### src/rtl/abd_pkg.sv
`timescale 1ns / 1ps
// Shared types, constants and coefficient tables of the ADPCM block decoder.
package abd_pkg;

	localparam int MAX_BLOCK_BYTES_DEF = 4096;
	localparam int BB_W = 13;
	localparam int CFG_W = 13;
	localparam int CFG_IDX_W = 1;
	localparam int HDR_BYTES = 7;
	localparam int BLOCK_MIN = 7;
	localparam int BLOCK_RESET = 256;
	localparam int COEF_LAST = 6;
	localparam int CMD_DEPTH = 4;
	localparam int OUT_DEPTH = 4;
	localparam int OUT_CNT_W = $clog2(OUT_DEPTH + 1);
	localparam int PCM_MIN = -32768;
	localparam int PCM_MAX = 32767;
	localparam int DELTA_FLOOR = 16;
	localparam int ROUND_BIAS = 255;

	localparam logic [CFG_IDX_W-1:0] CFG_STEREO_MODE = 1'b0;
	localparam logic [CFG_IDX_W-1:0] CFG_BLOCK_BYTES = 1'b1;

	// Header bytes are numbered by their place in the block; everything after is data.
	typedef enum logic [2:0] {
		HB_INDEX,
		HB_DELTA_LO,
		HB_DELTA_HI,
		HB_NEWEST_LO,
		HB_NEWEST_HI,
		HB_OLDER_LO,
		HB_OLDER_HI,
		HB_DATA
	} byte_kind_t;

	typedef struct packed {
		logic [7:0] left_byte;
		logic [7:0] right_byte;
		byte_kind_t kind;
		logic stereo;
		logic block_end;
	} cmd_t;

	typedef struct packed {
		logic signed [15:0] pcm;
		logic channel;
		logic last;
		logic block_end;
		logic bad;
	} res_t;

	typedef struct packed {
		logic signed [31:0] delta;
		logic signed [10:0] c1;
		logic signed [9:0] c2;
		logic signed [15:0] newest;
		logic signed [15:0] older;
		logic ierr;
	} chan_t;

	function automatic logic [9:0] adapt_of(input logic [3:0] nib);
		logic [9:0] v;
		v = 10'd230;
		unique case (nib)
			4'd0, 4'd1, 4'd2, 4'd3: v = 10'd230;
			4'd4: v = 10'd307;
			4'd5: v = 10'd409;
			4'd6: v = 10'd512;
			4'd7: v = 10'd614;
			4'd8: v = 10'd768;
			4'd9: v = 10'd614;
			4'd10: v = 10'd512;
			4'd11: v = 10'd409;
			4'd12: v = 10'd307;
			4'd13, 4'd14, 4'd15: v = 10'd230;
		endcase
		return v;
	endfunction

	function automatic logic signed [10:0] coef1_of(input logic [2:0] idx);
		logic signed [10:0] v;
		v = 11'sd0;
		unique case (idx)
			3'd0: v = 11'sd256;
			3'd1: v = 11'sd512;
			3'd2: v = 11'sd0;
			3'd3: v = 11'sd192;
			3'd4: v = 11'sd240;
			3'd5: v = 11'sd460;
			3'd6: v = 11'sd392;
			default: v = 11'sd0;
		endcase
		return v;
	endfunction

	function automatic logic signed [9:0] coef2_of(input logic [2:0] idx);
		logic signed [9:0] v;
		v = 10'sd0;
		unique case (idx)
			3'd0: v = 10'sd0;
			3'd1: v = -10'sd256;
			3'd2: v = 10'sd0;
			3'd3: v = 10'sd64;
			3'd4: v = 10'sd0;
			3'd5: v = -10'sd208;
			3'd6: v = -10'sd232;
			default: v = 10'sd0;
		endcase
		return v;
	endfunction

endpackage

### src/rtl/abd_fifo.sv
`timescale 1ns / 1ps
// Small register queue with occupancy count.
module abd_fifo #(
	parameter int WIDTH = 8,
	parameter int DEPTH = 4
) (
	input  logic                         clk,
	input  logic                         arst_n,
	input  logic                         push,
	input  logic [WIDTH-1:0]             wdata,
	input  logic                         pop,
	output logic [WIDTH-1:0]             rdata,
	output logic                         empty,
	output logic                         full,
	output logic [$clog2(DEPTH+1)-1:0]   count
);

	localparam int AW = (DEPTH > 1) ? $clog2(DEPTH) : 1;
	localparam int CW = $clog2(DEPTH + 1);

	logic [WIDTH-1:0] mem_q [DEPTH];
	logic [AW-1:0] wr_ptr_q;
	logic [AW-1:0] rd_ptr_q;
	logic [CW-1:0] count_q;
	logic do_push;
	logic do_pop;

	assign empty = (count_q == '0);
	assign full = (count_q == CW'(DEPTH));
	assign count = count_q;
	assign rdata = mem_q[rd_ptr_q];
	assign do_push = push && !full;
	assign do_pop = pop && !empty;

	always_ff @(posedge clk) begin
		if (do_push) begin
			mem_q[wr_ptr_q] <= wdata;
		end
	end

	always_ff @(posedge clk or negedge arst_n) begin
		if (!arst_n) begin
			wr_ptr_q <= '0;
			rd_ptr_q <= '0;
			count_q <= '0;
		end else begin
			if (do_push) begin
				wr_ptr_q <= (wr_ptr_q == AW'(DEPTH - 1)) ? '0 : wr_ptr_q + AW'(1);
			end
			if (do_pop) begin
				rd_ptr_q <= (rd_ptr_q == AW'(DEPTH - 1)) ? '0 : rd_ptr_q + AW'(1);
			end
			if (do_push && !do_pop) begin
				count_q <= count_q + CW'(1);
			end else if (do_pop && !do_push) begin
				count_q <= count_q - CW'(1);
			end
		end
	end

endmodule

### src/rtl/abd_front.sv
`timescale 1ns / 1ps
// Front end: configuration registers, block position tracking and byte classification.
module abd_front #(
	parameter int MAX_BLOCK_BYTES = abd_pkg::MAX_BLOCK_BYTES_DEF
) (
	input  logic                             clk,
	input  logic                             arst_n,
	input  logic                             cfg_write,
	input  logic [abd_pkg::CFG_IDX_W-1:0]    cfg_index,
	input  logic [abd_pkg::CFG_W-1:0]        cfg_data,
	input  logic                             in_valid,
	input  logic [7:0]                       left_byte,
	input  logic [7:0]                       right_byte,
	input  logic                             q_full,
	output logic                             in_stall,
	output logic                             push,
	output abd_pkg::cmd_t                    cmd
);

	localparam int PW = $clog2(MAX_BLOCK_BYTES);
	localparam int CW = (PW + 1 > abd_pkg::BB_W) ? PW + 1 : abd_pkg::BB_W;

	logic stereo_q;
	logic [abd_pkg::BB_W-1:0] block_bytes_q;
	logic [PW-1:0] pos_q;
	logic [CW-1:0] bb_ext;
	logic [CW-1:0] size;
	logic [CW-1:0] pos_inc;
	logic end_hit;

	assign in_stall = q_full;
	assign push = in_valid && !q_full;

	// Out-of-range sizes are pulled back into the supported span.
	assign bb_ext = CW'(block_bytes_q);
	assign size = (bb_ext < CW'(abd_pkg::BLOCK_MIN)) ? CW'(abd_pkg::BLOCK_MIN) :
		((bb_ext > CW'(MAX_BLOCK_BYTES)) ? CW'(MAX_BLOCK_BYTES) : bb_ext);
	assign pos_inc = CW'(pos_q) + CW'(1);
	assign end_hit = (pos_inc >= size);

	always_comb begin
		cmd.left_byte = left_byte;
		cmd.right_byte = right_byte;
		cmd.stereo = stereo_q;
		cmd.block_end = end_hit;
		if (pos_q < PW'(abd_pkg::HDR_BYTES)) begin
			cmd.kind = abd_pkg::byte_kind_t'(pos_q[2:0]);
		end else begin
			cmd.kind = abd_pkg::HB_DATA;
		end
	end

	always_ff @(posedge clk or negedge arst_n) begin
		if (!arst_n) begin
			stereo_q <= 1'b0;
			block_bytes_q <= abd_pkg::BB_W'(abd_pkg::BLOCK_RESET);
			pos_q <= '0;
		end else begin
			if (cfg_write) begin
				unique case (cfg_index)
					abd_pkg::CFG_STEREO_MODE: stereo_q <= cfg_data[0];
					abd_pkg::CFG_BLOCK_BYTES: block_bytes_q <= cfg_data[abd_pkg::BB_W-1:0];
				endcase
			end
			if (push) begin
				pos_q <= end_hit ? '0 : pos_inc[PW-1:0];
			end
		end
	end

endmodule

### src/rtl/abd_back.sv
`timescale 1ns / 1ps
// Back end: channel state, header loading and the two-stage nibble decoder.
module abd_back (
	input  logic                             clk,
	input  logic                             arst_n,
	input  logic                             cmd_valid,
	input  abd_pkg::cmd_t                    cmd,
	output logic                             cmd_pop,
	input  logic [abd_pkg::OUT_CNT_W-1:0]    out_count,
	output logic                             res_push,
	output abd_pkg::res_t                    res
);

	abd_pkg::chan_t st_q [2];

	logic [1:0] k_q;
	logic hdr_done_q;

	logic is_hdr;
	logic op_last;
	logic op_ch;
	logic op_half;
	logic [7:0] op_byte;
	logic [3:0] op_nib;
	logic signed [3:0] op_sn;
	logic signed [10:0] op_adapt;
	logic dec_busy;
	logic credit_ok;
	logic [abd_pkg::OUT_CNT_W:0] pending;
	logic write_fire;
	logic op_fire;

	logic valid_s1;
	logic dec_s1;
	logic ch_s1;
	logic last_s1;
	logic end_s1;
	logic bad_s1;
	logic signed [15:0] samp_s1;
	logic signed [26:0] p1_s1;
	logic signed [25:0] p2_s1;
	logic signed [35:0] p3_s1;
	logic signed [42:0] p4_s1;

	logic signed [27:0] sum_b;
	logic signed [27:0] sum_adj;
	logic signed [36:0] pred_w;
	logic signed [15:0] pred_b;
	logic signed [42:0] ad_adj;
	logic signed [34:0] dq_b;
	logic signed [31:0] delta_b;

	function automatic abd_pkg::chan_t hdr_apply(input abd_pkg::chan_t cur,
			input abd_pkg::byte_kind_t kind, input logic [7:0] b);
		abd_pkg::chan_t nx;
		logic [7:0] hi;
		nx = cur;
		hi = '0;
		unique case (kind)
			abd_pkg::HB_INDEX: begin
				if (b > 8'(abd_pkg::COEF_LAST)) begin
					nx.ierr = 1'b1;
					nx.c1 = '0;
					nx.c2 = '0;
				end else begin
					nx.ierr = 1'b0;
					nx.c1 = abd_pkg::coef1_of(b[2:0]);
					nx.c2 = abd_pkg::coef2_of(b[2:0]);
				end
			end
			abd_pkg::HB_DELTA_LO: nx.delta = {24'd0, b};
			abd_pkg::HB_DELTA_HI: begin
				hi = cur.delta[15:8] | b;
				nx.delta = {{16{hi[7]}}, hi, cur.delta[7:0]};
			end
			abd_pkg::HB_NEWEST_LO: nx.newest = {8'd0, b};
			abd_pkg::HB_NEWEST_HI: nx.newest = {cur.newest[15:8] | b, cur.newest[7:0]};
			abd_pkg::HB_OLDER_LO: nx.older = {8'd0, b};
			abd_pkg::HB_OLDER_HI: nx.older = {cur.older[15:8] | b, cur.older[7:0]};
			abd_pkg::HB_DATA: nx = cur;
		endcase
		return nx;
	endfunction

	// Operation k walks the results of one byte: in stereo the channels alternate.
	assign is_hdr = (cmd.kind != abd_pkg::HB_DATA);
	assign op_last = cmd.stereo ? (k_q == 2'd3) : (k_q == 2'd1);
	assign op_ch = cmd.stereo & k_q[0];
	assign op_half = cmd.stereo ? k_q[1] : k_q[0];
	assign op_byte = op_ch ? cmd.right_byte : cmd.left_byte;
	assign op_nib = op_half ? op_byte[3:0] : op_byte[7:4];
	assign op_sn = op_nib;
	assign op_adapt = {1'b0, abd_pkg::adapt_of(op_nib)};

	// A decode in stage one has not yet written its channel state back.
	assign dec_busy = valid_s1 && dec_s1;
	assign pending = {1'b0, out_count} + {{abd_pkg::OUT_CNT_W{1'b0}}, valid_s1};
	assign credit_ok = (pending < (abd_pkg::OUT_CNT_W + 1)'(abd_pkg::OUT_DEPTH));

	assign write_fire = cmd_valid && is_hdr && !hdr_done_q && !dec_busy;
	assign op_fire = cmd_valid && (!is_hdr || hdr_done_q) &&
		!(dec_busy && (ch_s1 == op_ch)) && credit_ok;
	assign cmd_pop = (write_fire && (cmd.kind != abd_pkg::HB_OLDER_HI)) ||
		(op_fire && op_last);

	always_ff @(posedge clk or negedge arst_n) begin
		if (!arst_n) begin
			k_q <= '0;
			hdr_done_q <= 1'b0;
			valid_s1 <= 1'b0;
		end else begin
			valid_s1 <= op_fire;
			if (op_fire) begin
				if (op_last) begin
					k_q <= '0;
					hdr_done_q <= 1'b0;
				end else begin
					k_q <= k_q + 2'd1;
				end
			end else if (write_fire && (cmd.kind == abd_pkg::HB_OLDER_HI)) begin
				hdr_done_q <= 1'b1;
			end
		end
	end

	always_ff @(posedge clk) begin
		if (op_fire) begin
			dec_s1 <= !is_hdr;
			ch_s1 <= op_ch;
			last_s1 <= op_last;
			end_s1 <= cmd.block_end;
			bad_s1 <= st_q[op_ch].ierr;
			samp_s1 <= op_half ? st_q[op_ch].newest : st_q[op_ch].older;
			p1_s1 <= st_q[op_ch].newest * st_q[op_ch].c1;
			p2_s1 <= st_q[op_ch].older * st_q[op_ch].c2;
			p3_s1 <= op_sn * st_q[op_ch].delta;
			p4_s1 <= st_q[op_ch].delta * op_adapt;
		end
	end

	// Stage two: truncating divisions by 256, clamping and delta adaptation.
	always_comb begin
		sum_b = $signed({p1_s1[26], p1_s1}) + $signed({{2{p2_s1[25]}}, p2_s1});
		sum_adj = sum_b + (sum_b[27] ? 28'(abd_pkg::ROUND_BIAS) : 28'sd0);
		pred_w = $signed({{17{sum_adj[27]}}, sum_adj[27:8]}) + $signed({p3_s1[35], p3_s1});
		if (pred_w < 37'(abd_pkg::PCM_MIN)) begin
			pred_b = 16'(abd_pkg::PCM_MIN);
		end else if (pred_w > 37'(abd_pkg::PCM_MAX)) begin
			pred_b = 16'(abd_pkg::PCM_MAX);
		end else begin
			pred_b = pred_w[15:0];
		end
		ad_adj = p4_s1 + (p4_s1[42] ? 43'(abd_pkg::ROUND_BIAS) : 43'sd0);
		dq_b = ad_adj[42:8];
		if (dq_b < 35'(abd_pkg::DELTA_FLOOR)) begin
			delta_b = 32'(abd_pkg::DELTA_FLOOR);
		end else if (dq_b > 35'sd2147483647) begin
			delta_b = 32'sh7FFFFFFF;
		end else begin
			delta_b = dq_b[31:0];
		end
	end

	always_ff @(posedge clk or negedge arst_n) begin
		if (!arst_n) begin
			st_q[0] <= '0;
			st_q[1] <= '0;
		end else if (dec_busy) begin
			st_q[ch_s1].older <= st_q[ch_s1].newest;
			st_q[ch_s1].newest <= pred_b;
			st_q[ch_s1].delta <= delta_b;
		end else if (write_fire) begin
			st_q[0] <= hdr_apply(st_q[0], cmd.kind, cmd.left_byte);
			if (cmd.stereo) begin
				st_q[1] <= hdr_apply(st_q[1], cmd.kind, cmd.right_byte);
			end
		end
	end

	assign res_push = valid_s1;
	assign res.pcm = dec_s1 ? pred_b : samp_s1;
	assign res.channel = ch_s1;
	assign res.last = last_s1;
	assign res.block_end = end_s1;
	assign res.bad = bad_s1;

endmodule

### src/rtl/adpcm_block_decoder.sv
`timescale 1ns / 1ps
// ADPCM block decoder top level: front end, command queue, decoder and result queue.
//
// The block takes one byte per channel each beat and decodes Microsoft-style ADPCM blocks
// of block_bytes bytes per channel, the first seven being the header. The front end
// accepts a beat every cycle while its four-entry command queue has room; the decoder
// behind it sets the sustained rate. A header byte yields nothing, but the last header
// byte also emits the header's stored samples (two mono, four stereo). In a data byte
// the decoder issues one sample per cycle, while the result queue has room, into a
// two-stage multiply and clamp path, and a sample must wait until the previous
// sample of the same channel has written its predictor state back, so in mono the decoder
// idles between samples while in stereo the two channels interleave. Results leave
// through a four-entry queue, so output stalls do not block input until both queues fill.
module adpcm_block_decoder #(
	parameter int MAX_BLOCK_BYTES = abd_pkg::MAX_BLOCK_BYTES_DEF
) (
	input  logic                             clk,
	input  logic                             arst_n,
	input  logic                             cfg_write,
	input  logic [abd_pkg::CFG_IDX_W-1:0]    cfg_index,
	input  logic [abd_pkg::CFG_W-1:0]        cfg_data,
	input  logic                             in_valid,
	output logic                             in_stall,
	input  logic [7:0]                       left_byte,
	input  logic [7:0]                       right_byte,
	output logic                             out_valid,
	input  logic                             out_stall,
	output logic signed [15:0]               pcm_sample,
	output logic                             channel_id,
	output logic                             last_of_run,
	output logic                             block_end,
	output logic                             bad_header
);

	abd_pkg::cmd_t front_cmd;
	abd_pkg::cmd_t head_cmd;
	abd_pkg::res_t back_res;
	abd_pkg::res_t out_res;
	logic front_push;
	logic cmd_full;
	logic cmd_empty;
	logic cmd_pop;
	logic res_push;
	logic res_empty;
	logic [abd_pkg::OUT_CNT_W-1:0] res_count;

	abd_front #(
		.MAX_BLOCK_BYTES(MAX_BLOCK_BYTES)
	) u_front (
		.clk(clk),
		.arst_n(arst_n),
		.cfg_write(cfg_write),
		.cfg_index(cfg_index),
		.cfg_data(cfg_data),
		.in_valid(in_valid),
		.left_byte(left_byte),
		.right_byte(right_byte),
		.q_full(cmd_full),
		.in_stall(in_stall),
		.push(front_push),
		.cmd(front_cmd)
	);

	abd_fifo #(
		.WIDTH($bits(abd_pkg::cmd_t)),
		.DEPTH(abd_pkg::CMD_DEPTH)
	) u_cmd_q (
		.clk(clk),
		.arst_n(arst_n),
		.push(front_push),
		.wdata(front_cmd),
		.pop(cmd_pop),
		.rdata(head_cmd),
		.empty(cmd_empty),
		.full(cmd_full),
		.count()
	);

	abd_back u_back (
		.clk(clk),
		.arst_n(arst_n),
		.cmd_valid(!cmd_empty),
		.cmd(head_cmd),
		.cmd_pop(cmd_pop),
		.out_count(res_count),
		.res_push(res_push),
		.res(back_res)
	);

	abd_fifo #(
		.WIDTH($bits(abd_pkg::res_t)),
		.DEPTH(abd_pkg::OUT_DEPTH)
	) u_res_q (
		.clk(clk),
		.arst_n(arst_n),
		.push(res_push),
		.wdata(back_res),
		.pop(out_valid && !out_stall),
		.rdata(out_res),
		.empty(res_empty),
		.full(),
		.count(res_count)
	);

	// The decoder only issues a sample when the result queue has room for it.
	assign out_valid = !res_empty;
	assign pcm_sample = out_res.pcm;
	assign channel_id = out_res.channel;
	assign last_of_run = out_res.last;
	assign block_end = out_res.block_end;
	assign bad_header = out_res.bad;

endmodule
### config.mk
export PLATFORM = sky130hd
export DESIGN_NAME = adpcm_block_decoder
export DESIGN_NICKNAME = d
export VERILOG_FILES = /design/src/rtl/abd_pkg.sv /design/src/rtl/abd_fifo.sv /design/src/rtl/abd_front.sv /design/src/rtl/abd_back.sv /design/src/rtl/adpcm_block_decoder.sv
export SDC_FILE = /design/constraint.sdc
export NUM_CORES = 2
export LEC_CHECK = 0
export ABC_AREA = 1
export BUFFER_PORTS_ARGS = -buffer_cell sky130_fd_sc_hd__buf_2
export CAP_MARGIN = 20
export CORE_MARGIN = 3
export CORE_UTILIZATION = 55
export CTS_CLUSTER_DIAMETER = 150
export DETAILED_ROUTE_END_ITERATION = 8
export GPL_ROUTABILITY_DRIVEN = 0
export PLACE_DENSITY = 0.74
export SLEW_MARGIN = 20
export SYNTH_ARGS = -nofsm -noshare
export SYNTH_HDL_FRONTEND = slang
export SYNTH_HIERARCHICAL = 1
export SYNTH_SLANG_ARGS = --single-unit
### constraint.sdc
create_clock -name clk -period 13.7 [get_ports clk]
set_input_delay 0 -clock clk [delete_from_list [all_inputs] [get_ports clk]]
set_output_delay 0 -clock clk [all_outputs]
set_load 0.05 [all_outputs]
; Word-level counts from Yosys, hierarchy flattened
; Memories as Yosys holds them, arrays and structs flattened.
; Index checks and enable logic that the tools add are counted.
[word_totals]
reg_bits = 369
word_cells = 256
in_bits = 35
mem_count = 3
rom_bits = 160
latchBits = 0
output_inout_bits = 22
ramBits = 164
[memory_table]
columns = name, depth, width, read_ports, rd_clocked_by_memory_dff, wr, line
row1 = (no name shown), 16, 10, 1, 0, 0, abd_pkg.sv:64  ; unique case (nib)
row2 = u_cmd_q.mem_q, 4, 21, 1, 0, 1, abd_fifo.sv:21  ; logic [WIDTH-1:0] mem_q [DEPTH];
row3 = u_res_q.mem_q, 4, 20, 1, 0, 1, abd_fifo.sv:21
[classes]
magnitude_cmp = 14
n_reduce_logical = 71
n_div = 0
shift = 0
bitwise = 10
n_eq_ne = 31
n_addsub = 15
muxes = 68
multipliers = 4
[ops]
columns = op, count
row1 = bitwise mux 172 bit, 3
row2 = two-way mux 86 bit, 5
row3 = two-way mux 172 bit, 2
row4 = demux 86 bit (select 1 bit), 3
row5 = two-way mux 33 bit, 4
row6 = one-hot mux 16 bit (2 select lines), 4
row7 = one-hot mux 32 bit (2 select lines), 2
row8 = one-hot mux 10 bit (6 select lines), 2
row9 = two-way mux 21 bit, 4
row10 = one-hot mux 10 bit (4 select lines), 2
row11 = two-way mux 16 bit, 4
row12 = two-way mux 32 bit, 2
row13 = OR 8 bit, 6
row14 = adder 43 bit, 1
row15 = multiplier 32 x 11 -> 43 bit, 1
row16 = adder 20 x 36 -> 37 bit, 1
row17 = > comparator 37 x 16 -> 1 bit (second input constant), 1
row18 = < comparator 37 x 16 -> 1 bit (second input constant), 1
row19 = multiplier 4 x 32 -> 36 bit, 1
row20 = > comparator 35 x 32 -> 1 bit (second input constant), 1
row21 = < comparator 35 x 6 -> 1 bit (second input constant), 1
row22 = equality test 3 bit (second input constant), 11
row23 = adder 27 x 26 -> 28 bit, 1
row24 = adder 28 x 9 -> 28 bit, 1
row25 = 42 further kinds, 149

; Depth between registers and ports, before layout
; An unclocked memory read counts as a cell.
[depth]
ltp_word = 13
depth_mapped = 45

; Cells and area by module
; Netlist, hierarchy kept.
[by_module_without_submodules]
columns = mod, seq_area_each_um2, instances, cells_per_inst, area_per_inst_um2
row1 = abd_back, 8398.1, 1, 5773, 44740.4
row2 = abd_fifo (u_cmd_q), 2697.6, 1, 306, 3965.1
row3 = abd_fifo (u_res_q), 2577.5, 1, 294, 3673.5
row4 = abd_front, 651.9, 1, 265, 1983.2
row5 = adpcm_block_decoder, 0.0, 1, 3, 11.3

; Least setup slack after synthesis
; OpenSTA, ideal clock, no wires.
[synth_path]
kind = register to register
start = register u_cmd_q.rd_ptr_q[0]
end = register u_cmd_q.count_q[1], in the netlist u_cmd_q/count[1]
path_buffers = 6
setup_time_ps = 126
stages_incl_launch_ff = 20
synth_period_minus_slack_ps = 13929
t_arrival_ps = 13803
slack_ps = -229
cell_sequence = dfrtp_1 buf_6 buf_6 buf_8 o211ai_2 nand2_1 nand2_1 buf_2 buf_2 clkbuf_1 nor2_1 nor3_1 nand2_1 o21ai_0 nand2_1 ha_1 inv_1 fa_1 nand2_1 o21ai_0
[synth_rtl]
columns = element, line
row1 = from (decl), abd_fifo.sv:23  ; logic [AW-1:0] rd_ptr_q;
row2 = from (signal assigned), abd_fifo.sv:51  ; rd_ptr_q <= (rd_ptr_q == AW'(DEPTH - 1)) ? '0 : rd_ptr_q + AW'(1);
row3 = to (signal assigned), abd_fifo.sv:54  ; count_q <= count_q + CW'(1);
row4 = to (signal assigned), abd_fifo.sv:56  ; count_q <= count_q - CW'(1);
row5 = to (decl), abd_fifo.sv:24  ; logic [CW-1:0] count_q;

==> flow_metrics.tcl <==
set metrics [dict create \
    cp_slowest_stage_delay_ps 870 \
    final_core_util 0.599 \
    routed_wl_um 147000 \
    port_buffers 56 \
    arrival_ps 10320 \
    core_area_sq_um 97400 \
    fillers 8524 \
    relSlewSlack 0.249 \
    end_kind "flip-flop" \
    r2r_cells 33 \
    wl_per_cell_um 18.3 \
    ant_nets 0 \
    timing_worst_slew_pin_value_ps 1120 \
    io_pins 57 \
    slew_violations 0 \
    clk_pin_slew_ps 60 \
    fp.dieH_um 320 \
    syn_area_sq_um 54400 \
    track_usage 0.291 \
    initial_core_util 0.558 \
    dieArea_sq_um 103000 \
    synthToLayoutAreaGrowth_pct 7.33 \
    syn-instance-count 6640 \
    r2r-end "u_back/p4_s1[28]" \
    via_count 44736 \
    nNetsFinal 7715 \
    hold_viol 0 \
    startpoint_type "flip-flop" \
    r2r_start "u_cmd_q/rd_ptr_q[1]" \
    clock_latency_ps 680 \
    status "completed" \
    holdPathStages 3 \
    grt_max_degree 151 \
    htreeDepth 2 \
    antenna_found_initial 4 \
    std_cell_rows 114 \
    crit_path_top_delay_cell "clkinv_1" \
    path_common_cell "nand2_1" \
    cts_tree "built" \
    worstSetupPathType "flip-flop to flip-flop" \
    setup-violations-final 0 \
    cap_violations 0 \
    post_cts_buffers 0 \
    fin_skew_ps 66.2 \
    rsz0062_at_grt "false" \
    grt_pass1_wl_um 238000 \
    cts_buffers 56 \
    gr-total-overflow 0 \
    cts_sinks 510 \
    cts-root-buf "clkbuf_16" \
    period_share 0.724 \
    grt_pass1_vias 44537 \
    yosysWarnings 6 \
    clockBufferDepth 3 \
    via_per_inst 5.55 \
    holdCritPathClass "input pin to flip-flop" \
    finalCriticalPeriod_ps 9920 \
    die_w_um 320 \
    hp-start "cfg_index" \
    fmax_mhz 101 \
    whs_endpoint "u_front/bb_ext[12]" \
    synth.avg_cell_area_sq_um 8.19 \
    drt_iter0_drc 4632 \
    required_ps 14090 \
    r2r_slack_ps 3780 \
    first_pass_iters 6 \
    crit_start "u_cmd_q/rd_ptr_q[1]" \
    dp_hpwl_um 117000 \
    design_area_sq_um 58400 \
    tns_ps 0 \
    place_area_sq_um 56000 \
    drc 0 \
    cp_max_fo 89 \
    drive_gt1_frac 0.0538 \
]
sequential cells by signal, indices dropped and copies added (netlist names), 16 cells and up:
signal / flops
u_back/st_q: 154
u_cmd_q/mem_q: 84
u_res_q/mem_q: 80
u_back/p4_s1: 43
u_back/p3_s1: 36
u_back/p1_s1: 25
u_back/p2_s1: 23
u_back/samp_s1: 16
what timing repair did:
action	CTS	global route
endpoints found under the hold margin	169	0
resized for setup	0	0
hold buffers	36	0
how the worst max path moves through the flow:
| stage | slack, ps | endpoint | cells after the start |
|---|---|---|---|
| floorplan | 4430 | u_cmd_q/count[1] | 19 |
| global placement | 4040 | u_back/p4_s1[28] | 32 |
| finish | 3780 | u_back/p4_s1[28] | 33 |
| CTS | 3890 | u_back/p4_s1[42] | 30 |
| global route | 3000 | u_back/p4_s1[28] | 33 |
| detailed placement | 3930 | u_back/p4_s1[42] | 30 |
worst max-delay path, delay by kind of cell, from the launching register on:
kind	cells	cell delay (ps)
flops	1	390
xor+xnor	1	150
simple gates	10	2170
compound gates	8	1400
buf+inv	8	2490
fa+ha+maj	6	2940
per-layer routing:
metal	track usage	share of wire
met5	0	0.00011
met4	0.138	0.056
met2	0.471	0.46
met3	0.0458	0.080
met1	0.385	0.40
layout by cell type, fill, tap and decap left out, drive strengths merged, types with 16 or more instances in the layout:
cell,instances
nand2,1354
inv,1262
nor2,878
fa,587
ha,358
edfxtp,312
a21oi,308
o21ai,272
nand3,203
dfrtp,197
nand4,127
xor2,110
o211ai,105
buf,101
conb,89
xnor2,78
clkbuf,71
clkinv,49
nor3,43
a21boi,42
dlygate4sd3,35
o21a,27
a31oi,23
o21bai,19
nand3b,18
mux2,16
through the flow:
| step | hold slack [ps] | setup WS, ps | instances |
|---|---|---|---|
| 5_1_grt | 91.6 | 3000 | 8059 |
| 2_1_floorplan | -296 | 4430 | 6727 |
| 3_3_place_gp | 84.0 | 4040 | 7915 |
| 6_report | 76.5 | 3780 | 8061 |
| 4_1_cts | 23.0 | 3890 | 8056 |
| 3_5_place_dp | 72.2 | 3930 | 7915 |
area by class of cell:
cell class	instances	area (sq um)	area share
Clock buffer	70	1560	0.0267
Multi-Input combinational cell	4743	34600	0.593
Antenna cell	3	7.51	0.000129
Tap cell	1276	1600	0.0274
Inverter	1287	4830	0.0828
Timing Repair Buffer	137	1030	0.0177
Sequential cell	510	14300	0.246
Clock inverter	35	399	0.00684
Power is not shown: default switching activity piles up to over one toggle a cycle in this logic, so the estimate is an artifact.
